## src/rtl/owdm_pkg.sv

```systemverilog
`default_nettype none
// ----------------------------------------------------------------------------
// owdm_pkg
// Shared types, constants and helpers for the omni wheel drive mixer.
// ----------------------------------------------------------------------------
package owdm_pkg;

    localparam int AXIS_COUNT  = 3;
    localparam int WHEEL_COUNT = 3;

    localparam int STICK_W = 16;
    localparam int DZ_W    = 15;
    localparam int COEF_W  = 10;
    localparam int ROW_W   = 3 * COEF_W;
    localparam int AXIS_W  = 9;
    localparam int DUTY_W  = 8;
    localparam int NUM_W   = 24;
    localparam int PROD_W  = COEF_W + AXIS_W;
    localparam int SUM_W   = PROD_W + 2;

    localparam int LANE_STAGES = 7;
    localparam int MIX_STAGES  = 3;
    localparam int PIPE_STAGES = LANE_STAGES + MIX_STAGES;

    localparam logic [DZ_W-1:0]   AXIS_FULL = 15'h7FFF;
    localparam logic [DUTY_W-1:0] DUTY_MAX  = 8'd255;

    localparam logic [1:0] REG_DEAD_ZONE  = 2'd0;
    localparam logic [1:0] REG_WHEEL1_ROW = 2'd1;
    localparam logic [1:0] REG_WHEEL2_ROW = 2'd2;
    localparam logic [1:0] REG_WHEEL3_ROW = 2'd3;

    localparam logic [DZ_W-1:0]  DEAD_ZONE_RESET  = 15'd7500;
    localparam logic [ROW_W-1:0] WHEEL1_ROW_RESET = 30'd89043092;
    localparam logic [ROW_W-1:0] WHEEL2_ROW_RESET = 30'd89043820;
    localparam logic [ROW_W-1:0] WHEEL3_ROW_RESET = 30'd88256512;

    typedef logic signed [AXIS_W-1:0] axis_t;
    typedef logic [ROW_W-1:0]         row_t;

    typedef struct packed {
        logic [NUM_W-1:0] rem;
        logic [1:0]       q;
    } div_step_t;

    // Two restoring division steps producing quotient bits sh and sh-1.
    function automatic div_step_t div_step2(input logic [NUM_W-1:0] rem,
                                            input logic [DZ_W-1:0] den,
                                            input int unsigned sh);
        div_step_t        r;
        logic [NUM_W-1:0] d_hi;
        logic [NUM_W-1:0] d_lo;
        d_hi  = {{(NUM_W-DZ_W){1'b0}}, den} << sh;
        d_lo  = {{(NUM_W-DZ_W){1'b0}}, den} << (sh - 1);
        r.rem = rem;
        r.q   = 2'b00;
        if (r.rem >= d_hi) begin
            r.rem  = r.rem - d_hi;
            r.q[1] = 1'b1;
        end
        if (r.rem >= d_lo) begin
            r.rem  = r.rem - d_lo;
            r.q[0] = 1'b1;
        end
        return r;
    endfunction

endpackage
`default_nettype wire

```

## src/rtl/owdm_axis_lane.sv

```systemverilog
`default_nettype none
// ----------------------------------------------------------------------------
// owdm_axis_lane
// Dead zone and linear rescale of one stick axis onto -255..255 through a
// pipelined restoring divider.
// ----------------------------------------------------------------------------
module owdm_axis_lane (
    input  wire logic                                  aclk,
    input  wire logic [owdm_pkg::LANE_STAGES-1:0]      stage_en,
    input  wire logic [owdm_pkg::DZ_W-1:0]             dead_zone,
    input  wire logic signed [owdm_pkg::STICK_W-1:0]   stick,
    output owdm_pkg::axis_t                            axis_value
);

    logic signed [owdm_pkg::STICK_W:0] x_ext;
    logic signed [owdm_pkg::STICK_W:0] dz_ext;
    logic signed [owdm_pkg::STICK_W:0] mag_s;
    logic                              is_pos;
    logic                              is_neg;
    logic [owdm_pkg::DZ_W-1:0]         den;
    logic [owdm_pkg::NUM_W-1:0]        num_next;
    owdm_pkg::div_step_t               step3;
    owdm_pkg::div_step_t               step4;
    owdm_pkg::div_step_t               step5;
    owdm_pkg::div_step_t               step6;
    logic [owdm_pkg::DUTY_W-1:0]       mag_final;

    logic [owdm_pkg::STICK_W-1:0] mag0_reg;
    logic                         neg0_reg;
    logic [owdm_pkg::NUM_W-1:0]   num1_reg;
    logic                         neg1_reg;
    logic [owdm_pkg::NUM_W-1:0]   rem2_reg;
    logic                         ovf2_reg;
    logic                         neg2_reg;
    logic [owdm_pkg::NUM_W-1:0]   rem3_reg;
    logic [1:0]                   q3_reg;
    logic                         ovf3_reg;
    logic                         neg3_reg;
    logic [owdm_pkg::NUM_W-1:0]   rem4_reg;
    logic [3:0]                   q4_reg;
    logic                         ovf4_reg;
    logic                         neg4_reg;
    logic [owdm_pkg::NUM_W-1:0]   rem5_reg;
    logic [5:0]                   q5_reg;
    logic                         ovf5_reg;
    logic                         neg5_reg;
    owdm_pkg::axis_t              axis6_reg;

    always_comb begin
        x_ext  = {stick[owdm_pkg::STICK_W-1], stick};
        dz_ext = $signed({2'b00, dead_zone});
        is_pos = x_ext > dz_ext;
        is_neg = x_ext < -dz_ext;
        if (is_pos) begin
            mag_s = x_ext - dz_ext;
        end else if (is_neg) begin
            mag_s = -dz_ext - x_ext;
        end else begin
            mag_s = '0;
        end
        den = (dead_zone == owdm_pkg::AXIS_FULL) ? 15'd1 : owdm_pkg::AXIS_FULL - dead_zone;
        num_next = {mag0_reg, 8'd0} - {8'd0, mag0_reg};
        step3 = owdm_pkg::div_step2(rem2_reg, den, 7);
        step4 = owdm_pkg::div_step2(rem3_reg, den, 5);
        step5 = owdm_pkg::div_step2(rem4_reg, den, 3);
        step6 = owdm_pkg::div_step2(rem5_reg, den, 1);
        mag_final = ovf5_reg ? owdm_pkg::DUTY_MAX : {q5_reg, step6.q};
    end

    always_ff @(posedge aclk) begin
        if (stage_en[0]) begin
            mag0_reg <= mag_s[owdm_pkg::STICK_W-1:0];
            neg0_reg <= is_neg;
        end
        if (stage_en[1]) begin
            num1_reg <= num_next;
            neg1_reg <= neg0_reg;
        end
        if (stage_en[2]) begin
            rem2_reg <= num1_reg;
            ovf2_reg <= num1_reg >= {1'b0, den, 8'd0};
            neg2_reg <= neg1_reg;
        end
        if (stage_en[3]) begin
            rem3_reg <= step3.rem;
            q3_reg   <= step3.q;
            ovf3_reg <= ovf2_reg;
            neg3_reg <= neg2_reg;
        end
        if (stage_en[4]) begin
            rem4_reg <= step4.rem;
            q4_reg   <= {q3_reg, step4.q};
            ovf4_reg <= ovf3_reg;
            neg4_reg <= neg3_reg;
        end
        if (stage_en[5]) begin
            rem5_reg <= step5.rem;
            q5_reg   <= {q4_reg, step5.q};
            ovf5_reg <= ovf4_reg;
            neg5_reg <= neg4_reg;
        end
        if (stage_en[6]) begin
            axis6_reg <= neg5_reg ? -$signed({1'b0, mag_final}) : $signed({1'b0, mag_final});
        end
    end

    assign axis_value = axis6_reg;

endmodule
`default_nettype wire

```

## src/rtl/owdm_mixer.sv

```systemverilog
`default_nettype none
// ----------------------------------------------------------------------------
// owdm_mixer
// Merges the three axis lanes through the wheel matrix and forms duty and
// direction for each wheel.
// ----------------------------------------------------------------------------
module owdm_mixer (
    input  wire logic                                aclk,
    input  wire logic [owdm_pkg::MIX_STAGES-1:0]     stage_en,
    input  wire owdm_pkg::axis_t                     axis_in [owdm_pkg::AXIS_COUNT],
    input  wire owdm_pkg::row_t                      rows [owdm_pkg::WHEEL_COUNT],
    output logic [owdm_pkg::DUTY_W-1:0]              duty [owdm_pkg::WHEEL_COUNT],
    output logic                                     forward [owdm_pkg::WHEEL_COUNT]
);

    logic signed [owdm_pkg::PROD_W-1:0]
        prod_reg [owdm_pkg::WHEEL_COUNT][owdm_pkg::AXIS_COUNT];
    logic signed [owdm_pkg::SUM_W-1:0] sum_reg [owdm_pkg::WHEEL_COUNT];
    logic [owdm_pkg::DUTY_W-1:0]       duty_reg [owdm_pkg::WHEEL_COUNT];
    logic                              forward_reg [owdm_pkg::WHEEL_COUNT];

    logic signed [owdm_pkg::PROD_W-1:0]
        prod_next [owdm_pkg::WHEEL_COUNT][owdm_pkg::AXIS_COUNT];
    logic signed [owdm_pkg::SUM_W-1:0] sum_next [owdm_pkg::WHEEL_COUNT];
    logic [owdm_pkg::SUM_W-1:0]        abs_sum [owdm_pkg::WHEEL_COUNT];
    logic [owdm_pkg::DUTY_W-1:0]       duty_next [owdm_pkg::WHEEL_COUNT];
    logic                              forward_next [owdm_pkg::WHEEL_COUNT];

    always_comb begin
        for (int w = 0; w < owdm_pkg::WHEEL_COUNT; w++) begin
            for (int j = 0; j < owdm_pkg::AXIS_COUNT; j++) begin
                prod_next[w][j] = $signed(rows[w][owdm_pkg::COEF_W*j +: owdm_pkg::COEF_W])
                                  * axis_in[j];
            end
            sum_next[w] = owdm_pkg::SUM_W'(prod_reg[w][0]) + owdm_pkg::SUM_W'(prod_reg[w][1])
                          + owdm_pkg::SUM_W'(prod_reg[w][2]);
            abs_sum[w] = sum_reg[w][owdm_pkg::SUM_W-1] ? owdm_pkg::SUM_W'(-sum_reg[w])
                                                       : owdm_pkg::SUM_W'(sum_reg[w]);
            if (|abs_sum[w][owdm_pkg::SUM_W-1:16]) begin
                duty_next[w] = owdm_pkg::DUTY_MAX;
            end else begin
                duty_next[w] = abs_sum[w][15:8];
            end
            forward_next[w] = !sum_reg[w][owdm_pkg::SUM_W-1] && (sum_reg[w] != '0);
        end
    end

    always_ff @(posedge aclk) begin
        for (int w = 0; w < owdm_pkg::WHEEL_COUNT; w++) begin
            if (stage_en[0]) begin
                for (int j = 0; j < owdm_pkg::AXIS_COUNT; j++) begin
                    prod_reg[w][j] <= prod_next[w][j];
                end
            end
            if (stage_en[1]) begin
                sum_reg[w] <= sum_next[w];
            end
            if (stage_en[2]) begin
                duty_reg[w]    <= duty_next[w];
                forward_reg[w] <= forward_next[w];
            end
        end
    end

    always_comb begin
        for (int w = 0; w < owdm_pkg::WHEEL_COUNT; w++) begin
            duty[w]    = duty_reg[w];
            forward[w] = forward_reg[w];
        end
    end

endmodule
`default_nettype wire

```

## src/rtl/omni_wheel_drive_mixer_unit.sv

```systemverilog
`default_nettype none
// ----------------------------------------------------------------------------
// omni_wheel_drive_mixer_unit
// Three-wheel omni drive mixer: stick axes through dead zone, rescale and
// wheel matrix to per-wheel duty and direction.
// ----------------------------------------------------------------------------
// An accepted item travels to its result on the m_ side through
// seven stages of axis lane (dead zone, scale, overflow check, four divider
// steps of two quotient bits each), then products, sums and the output register.
// Throughput is one item per cycle; a stalled output holds the pipeline only
// once every stage is occupied, and empty stages fill behind it.
// A synchronous low aresetn empties the pipeline and loads the register reset
// values; no clearing pass is needed.
// ----------------------------------------------------------------------------
module omni_wheel_drive_mixer_unit (
    input  wire logic                                 aclk,
    input  wire logic                                 aresetn,

    input  wire logic                                 s_valid,
    output logic                                      s_ready,
    input  wire logic signed [owdm_pkg::STICK_W-1:0]  s_stick_forward,
    input  wire logic signed [owdm_pkg::STICK_W-1:0]  s_stick_strafe,
    input  wire logic signed [owdm_pkg::STICK_W-1:0]  s_stick_turn,

    output logic                                      m_valid,
    input  wire logic                                 m_ready,
    output logic [owdm_pkg::DUTY_W-1:0]               m_wheel1_duty,
    output logic                                      m_wheel1_forward,
    output logic [owdm_pkg::DUTY_W-1:0]               m_wheel2_duty,
    output logic                                      m_wheel2_forward,
    output logic [owdm_pkg::DUTY_W-1:0]               m_wheel3_duty,
    output logic                                      m_wheel3_forward,

    input  wire logic                                 psel,
    input  wire logic                                 penable,
    input  wire logic                                 pwrite,
    input  wire logic [3:0]                           paddr,
    input  wire logic [31:0]                          pwdata,
    output logic [31:0]                               prdata,
    output logic                                      pready
);

    logic [owdm_pkg::DZ_W-1:0]        dead_zone_reg;
    owdm_pkg::row_t                   wheel_row_reg [owdm_pkg::WHEEL_COUNT];
    logic [owdm_pkg::PIPE_STAGES-1:0] vld_reg;
    logic [owdm_pkg::PIPE_STAGES-1:0] vld_next;
    logic [owdm_pkg::PIPE_STAGES-1:0] stage_en;

    logic                             cfg_write;
    logic [1:0]                       reg_sel;

    logic signed [owdm_pkg::STICK_W-1:0] stick [owdm_pkg::AXIS_COUNT];
    owdm_pkg::axis_t                     axis_value [owdm_pkg::AXIS_COUNT];
    logic [owdm_pkg::DUTY_W-1:0]         duty [owdm_pkg::WHEEL_COUNT];
    logic                                forward [owdm_pkg::WHEEL_COUNT];

    assign pready    = 1'b1;
    assign cfg_write = psel && penable && pwrite && pready;
    assign reg_sel   = paddr[3:2];

    always_ff @(posedge aclk) begin
        if (!aresetn) begin
            dead_zone_reg    <= owdm_pkg::DEAD_ZONE_RESET;
            wheel_row_reg[0] <= owdm_pkg::WHEEL1_ROW_RESET;
            wheel_row_reg[1] <= owdm_pkg::WHEEL2_ROW_RESET;
            wheel_row_reg[2] <= owdm_pkg::WHEEL3_ROW_RESET;
        end else if (cfg_write) begin
            unique case (reg_sel)
                owdm_pkg::REG_DEAD_ZONE: begin
                    dead_zone_reg <= pwdata[owdm_pkg::DZ_W-1:0];
                end
                owdm_pkg::REG_WHEEL1_ROW: begin
                    wheel_row_reg[0] <= pwdata[owdm_pkg::ROW_W-1:0];
                end
                owdm_pkg::REG_WHEEL2_ROW: begin
                    wheel_row_reg[1] <= pwdata[owdm_pkg::ROW_W-1:0];
                end
                owdm_pkg::REG_WHEEL3_ROW: begin
                    wheel_row_reg[2] <= pwdata[owdm_pkg::ROW_W-1:0];
                end
                default: begin
                end
            endcase
        end
    end

    always_comb begin
        unique case (reg_sel)
            owdm_pkg::REG_DEAD_ZONE:  prdata = {17'd0, dead_zone_reg};
            owdm_pkg::REG_WHEEL1_ROW: prdata = {2'd0, wheel_row_reg[0]};
            owdm_pkg::REG_WHEEL2_ROW: prdata = {2'd0, wheel_row_reg[1]};
            owdm_pkg::REG_WHEEL3_ROW: prdata = {2'd0, wheel_row_reg[2]};
            default:                  prdata = '0;
        endcase
    end

    // A stage loads when it is empty or its content moves on.
    always_comb begin
        stage_en[owdm_pkg::PIPE_STAGES-1] = !vld_reg[owdm_pkg::PIPE_STAGES-1] || m_ready;
        for (int k = owdm_pkg::PIPE_STAGES-2; k >= 0; k--) begin
            stage_en[k] = !vld_reg[k] || stage_en[k+1];
        end
        for (int k = 0; k < owdm_pkg::PIPE_STAGES; k++) begin
            if (stage_en[k]) begin
                vld_next[k] = (k == 0) ? s_valid : vld_reg[(k == 0) ? 0 : k-1];
            end else begin
                vld_next[k] = vld_reg[k];
            end
        end
    end

    always_ff @(posedge aclk) begin
        if (!aresetn) begin
            vld_reg <= '0;
        end else begin
            vld_reg <= vld_next;
        end
    end

    assign s_ready = stage_en[0];
    assign m_valid = vld_reg[owdm_pkg::PIPE_STAGES-1];

    assign stick[0] = s_stick_forward;
    assign stick[1] = s_stick_strafe;
    assign stick[2] = s_stick_turn;

    for (genvar a = 0; a < owdm_pkg::AXIS_COUNT; a++) begin : g_lane
        owdm_axis_lane u_lane (
            .aclk       (aclk),
            .stage_en   (stage_en[owdm_pkg::LANE_STAGES-1:0]),
            .dead_zone  (dead_zone_reg),
            .stick      (stick[a]),
            .axis_value (axis_value[a])
        );
    end

    owdm_mixer u_mixer (
        .aclk     (aclk),
        .stage_en (stage_en[owdm_pkg::PIPE_STAGES-1:owdm_pkg::LANE_STAGES]),
        .axis_in  (axis_value),
        .rows     (wheel_row_reg),
        .duty     (duty),
        .forward  (forward)
    );

    assign m_wheel1_duty    = duty[0];
    assign m_wheel1_forward = forward[0];
    assign m_wheel2_duty    = duty[1];
    assign m_wheel2_forward = forward[1];
    assign m_wheel3_duty    = duty[2];
    assign m_wheel3_forward = forward[2];

    // An empty or draining output stage lets every earlier stage move.
    assert property (@(posedge aclk) disable iff (!aresetn)
        (!m_valid || m_ready) |-> s_ready)
        else $error("input stalled although the output stage can move");

    // Input backpressure only arises with every stage occupied.
    assert property (@(posedge aclk) disable iff (!aresetn)
        !s_ready |-> (&vld_reg))
        else $error("input stalled with a bubble in the pipeline");

    // Reset empties the pipeline.
    assert property (@(posedge aclk)
        !aresetn |=> (vld_reg == '0))
        else $error("pipeline not empty after reset");

    // A result stalled at the output leaves the pipeline occupancy unchanged.
    assert property (@(posedge aclk) disable iff (!aresetn)
        (!s_ready && !s_valid) |=> (&vld_reg))
        else $error("pipeline lost an item while stalled");

endmodule
`default_nettype wire
```

## config.mk

```make
export PLATFORM = sky130hd
export DESIGN_NAME = omni_wheel_drive_mixer_unit
export DESIGN_NICKNAME = d
export VERILOG_FILES = /design/src/rtl/owdm_pkg.sv /design/src/rtl/owdm_axis_lane.sv /design/src/rtl/owdm_mixer.sv /design/src/rtl/omni_wheel_drive_mixer_unit.sv
export SDC_FILE = /design/constraint.sdc
export NUM_CORES = 2
export LEC_CHECK = 0
export BUFFER_PORTS_ARGS = -buffer_cell sky130_fd_sc_hd__buf_2
export CAP_MARGIN = 20
export CORE_MARGIN = 4
export CORE_UTILIZATION = 60
export CTS_CLUSTER_SIZE = 10
export DETAILED_ROUTE_END_ITERATION = 12
export GPL_TIMING_DRIVEN = 0
export PLACE_DENSITY = 0.86
export SYNTH_ARGS = -nofsm -noshare
export SYNTH_HDL_FRONTEND = slang
export SYNTH_HIERARCHICAL = 1
export SYNTH_SLANG_ARGS = --single-unit
```

## constraint.sdc

```tcl
create_clock -name aclk -period 15.7 [get_ports aclk]
set_clock_uncertainty 0.1 [all_clocks]
set_input_delay 0.785 -clock aclk [delete_from_list [all_inputs] [get_ports aclk]]
set_output_delay 0.785 -clock aclk [all_outputs]
set_load 0.005 [all_outputs]
```

==> impl_metrics.sql <==
INSERT INTO impl_metrics (metric_group, metric, value, unit) VALUES
('outcome', 'outcome', 'completed', ''),
('die', 'io-pin-count', '153', ''),
('synth', 'distinct_cells_synth', '122', ''),
('grt', 'grt-ovfl-total', '0', ''),
('place', 'port_buffers', '145', ''),
('worst_setup_path', 'worst-endpoint-required', '16040', 'ps'),
('worst_setup_path', 'destination_of_the_critical_timing_path', 'g_lane[2].u_lane/axis_value[7]$_DFFE_PP_', ''),
('synth', 'synth.cell_area', '0.0932', 'sq mm'),
('worst_setup_path', 'maximum_net_fanout_on_the_critical_path', '16', ''),
('place', 'gp_routability_congestion', '1.00', ''),
('finish', 'largest_reg_flops', '171', ''),
('worst_setup_path', 'timing.setup.critical_path_class', 'reg -> reg', ''),
('timing', 'actual_transition_at_the_worst_max_transition_pin', '1190', 'ps'),
('finish', 'final_net_count', '11700', ''),
('die', 'floorplan.initialDensity', '0.604', ''),
('place', 'dp.final_hpwl', '206000', 'um'),
('timing', 'unrepaired_setup_endpoints_after_global_routing', 'false', ''),
('die', 'die-area', '0.162', 'sq mm'),
('detailed_routing', 'drt.antenna.violating_nets', '0', ''),
('detailed_routing', 'final_wirelength', '261000', 'um'),
('synth', 'ys_top_cells_by_area', 'sky130_fd_sc_hd__edfxtp_1 25%, sky130_fd_sc_hd__fa_1 17%, sky130_fd_sc_hd__ha_1 13%', ''),
('timing', 'min_period_over_period', '0.571', ''),
('synth', 'synth-async-reset-ratio', '0', ''),
('detailed_routing', 'drtPass1Iterations', '7', ''),
('clocking', 'cts.htree.levels', '3', ''),
('worst_setup_path', 'worst_setup_path_startpoint', 'dead_zone_reg[12]$_SDFFE_PN1P_', ''),
('clocking', 'cts-buffers-inserted', '105', ''),
('worst_setup_path', 'rr_startpoint', 'dead_zone_reg[12]$_SDFFE_PN1P_', ''),
('die', 'placement_rows', '144', ''),
('clocking', 'cts.sink_count', '877', ''),
('clocking', 'clk_root_buffer_cell', 'sky130_fd_sc_hd__clkbuf_16', ''),
('detailed_routing', 'via_per_inst', '6.25', ''),
('clocking', 'cts_setup_buffers', '0', ''),
('finish', 'layout.cells.most_common', 'sky130_fd_sc_hd__inv_1', ''),
('synth', 'synth-main-ff-cell', 'sky130_fd_sc_hd__edfxtp_1', ''),
('clocking', 'post_cts.resized_instances', '0', ''),
('detailed_routing', 'drc', '0', ''),
('grt', 'largest_net_degree_at_the_start_of_global_routing', '114', ''),
('timing', 'final.hold.worst_slack', '159', 'ps'),
('synth', 'yosysWarningCount', '6', ''),
('synth', 'synth-edff-count', '762', ''),
('timing', 'setup_viol', '0', ''),
('timing', 'timing.final.max_slew_violations', '0', ''),
('worst_setup_path', 'reg2reg_slack', '6730', 'ps'),
('finish', 'layout.area.seq', '0.0252', 'sq mm'),
('timing', 'hold_viol', '0', ''),
('finish', 'multiInputGateArea', '0.0627', 'sq mm'),
('synth', 'synthesis.instances', '9569', ''),
('die', 'design.core.area', '0.154', 'sq mm'),
('synth', 'syn_area_per_cell', '9.74', 'sq um'),
('worst_setup_path', 'end_of_the_worst_register_to_register_path', 'g_lane[2].u_lane/axis_value[7]$_DFFE_PP_', ''),
('min_path', 'hold_class', 'in -> reg', ''),
('clocking', 'cts_tree', 'yes', ''),
('clocking', 'cts_hold_buffers', '0', ''),
('synth', 'postSynthRegisterBits', '877', ''),
('timing', 'fmax', '111', 'MHz'),
('detailed_routing', 'vias', '74700', ''),
('worst_setup_path', 'worst-r2r-cell-count', '26', ''),
('finish', 'final_layout_size_suffix_gt1_frac', '0.0669', ''),
('worst_setup_path', 'arrival_time_worst_endpoint', '9310', 'ps'),
('clocking', 'clkSlewWorstSetupHoldPaths', '60', 'ps'),
('synth', 'synth.yosys.seq_area_share', '0.270', ''),
('die', 'chipHeight', '402', 'um'),
('clocking', 'max-clock-path-buffers', '3', ''),
('grt', 'grt_pass1_wl', '410000', 'um'),
('finish', 'layout-area-overhead-vs-synth', '7.54', '%'),
('grt', 'antenna_violations_before_repair', '33', ''),
('synth', 'synth_top_area_cell', 'sky130_fd_sc_hd__edfxtp_1', ''),
('grt', 'gr-usage-all-layers', '0.319', ''),
('timing', 'period_minus_slack', '8970', 'ps'),
('worst_setup_path', 'cpMaxStageDelayCell', 'sky130_fd_sc_hd__dfxtp_1', '');
layer usage:
layer / share of wire / GRT usage
met1: 0.37 / 0.392
met2: 0.46 / 0.525
met3: 0.10 / 0.0813
met4: 0.058 / 0.157
met5: 0.00048 / 0
worst min path at each step:
stage                                        startpoint                                   to  slack, ps  cells past startpoint
finish                                          s_valid              vld_reg[0]$_SDFFE_PN0P_        160                      3
global placement    g_lane[1].u_lane/ovf3_reg$_DFFE_PP_  g_lane[1].u_lane/ovf4_reg$_DFFE_PP_        300                      0
CTS                                             s_valid              vld_reg[0]$_SDFFE_PN0P_        130                      3
global route                                    s_valid              vld_reg[0]$_SDFFE_PN0P_        170                      3
detailed placement  g_lane[0].u_lane/neg0_reg$_DFFE_PP_  g_lane[0].u_lane/neg1_reg$_DFFE_PP_        300                      0
floorplan           g_lane[0].u_lane/neg0_reg$_DFFE_PP_  g_lane[0].u_lane/neg1_reg$_DFFE_PP_        300                      0
cells in the mapped netlist (all sizes together), types with 15 or more instances:
cell / instances
or4: 26
o21ai: 408
a311oi: 16
a31o: 22
o211ai: 45
buf: 66
o21bai: 68
a211o: 19
mux4: 15
nand2b: 111
a211oi: 71
o31ai: 68
xor2: 157
or2: 42
a2111oi: 18
mux2: 147
o22ai: 39
nor3: 181
and3: 42
a21oi: 508
and2: 361
o21a: 130
ha: 993
nand3: 158
o31a: 17
nand4: 103
a31oi: 62
inv: 1065
nor2b: 118
nor2: 543
a21boi: 33
a21o: 187
nand2: 891
dfxtp: 115
a22o: 17
nand3b: 20
edfxtp: 762
or3: 44
mux2i: 112
nor4: 64
xnor2: 492
clkbuf: 245
fa: 780
per-stage QoR:
stage                util  area [sq um]  cells  setup WS (ps)
global route        0.649        100000  11900           6270
global placement    0.625         96500  11800           5720
finish              0.650        100000  12000           6730
floorplan               -         93200   9570           8230
CTS                 0.649        100000  11900           7060
detailed placement  0.629         97000  11800           7080
worst max-delay path: cells and delay by family, from the launching register on:
| family | cells | cell delay (ps) |
|---|---|---|
| muxes | 1 | 250 |
| and+or+nand+nor | 10 | 3060 |
| adders and majority gates | 2 | 640 |
| buffers and inverters | 3 | 1270 |
| AOI/OAI and AO/OA | 10 | 2380 |
| DFF | 1 | 920 |
kinds of logic after synthesis:
| family | count (synthesis) | share of synthesized area |
|---|---|---|
| other cells | 2 | 0.0000806 |
| buf+inv | 1376 | 0.0577 |
| fa+ha+maj | 1773 | 0.301 |
| simple gates | 2765 | 0.147 |
| mux | 274 | 0.0336 |
| xor+xnor | 649 | 0.0612 |
| compound gates | 1853 | 0.129 |
| flops | 877 | 0.270 |
cell type report:
class | instances | share of cell area
Timing Repair Buffer | 167 | 0.0124
Multi-Input combinational cell | 7317 | 0.625
Clock buffer | 134 | 0.0276
Clock inverter | 27 | 0.00333
Tap cell | 2044 | 0.0255
Buffer | 311 | 0.0138
Antenna cell | 20 | 0.000500
Sequential cell | 877 | 0.251
Inverter | 1065 | 0.0400
Power is left out: the tool's default activity adds up to more than one toggle a clock period on the data nets, which glitch-free logic cannot reach.
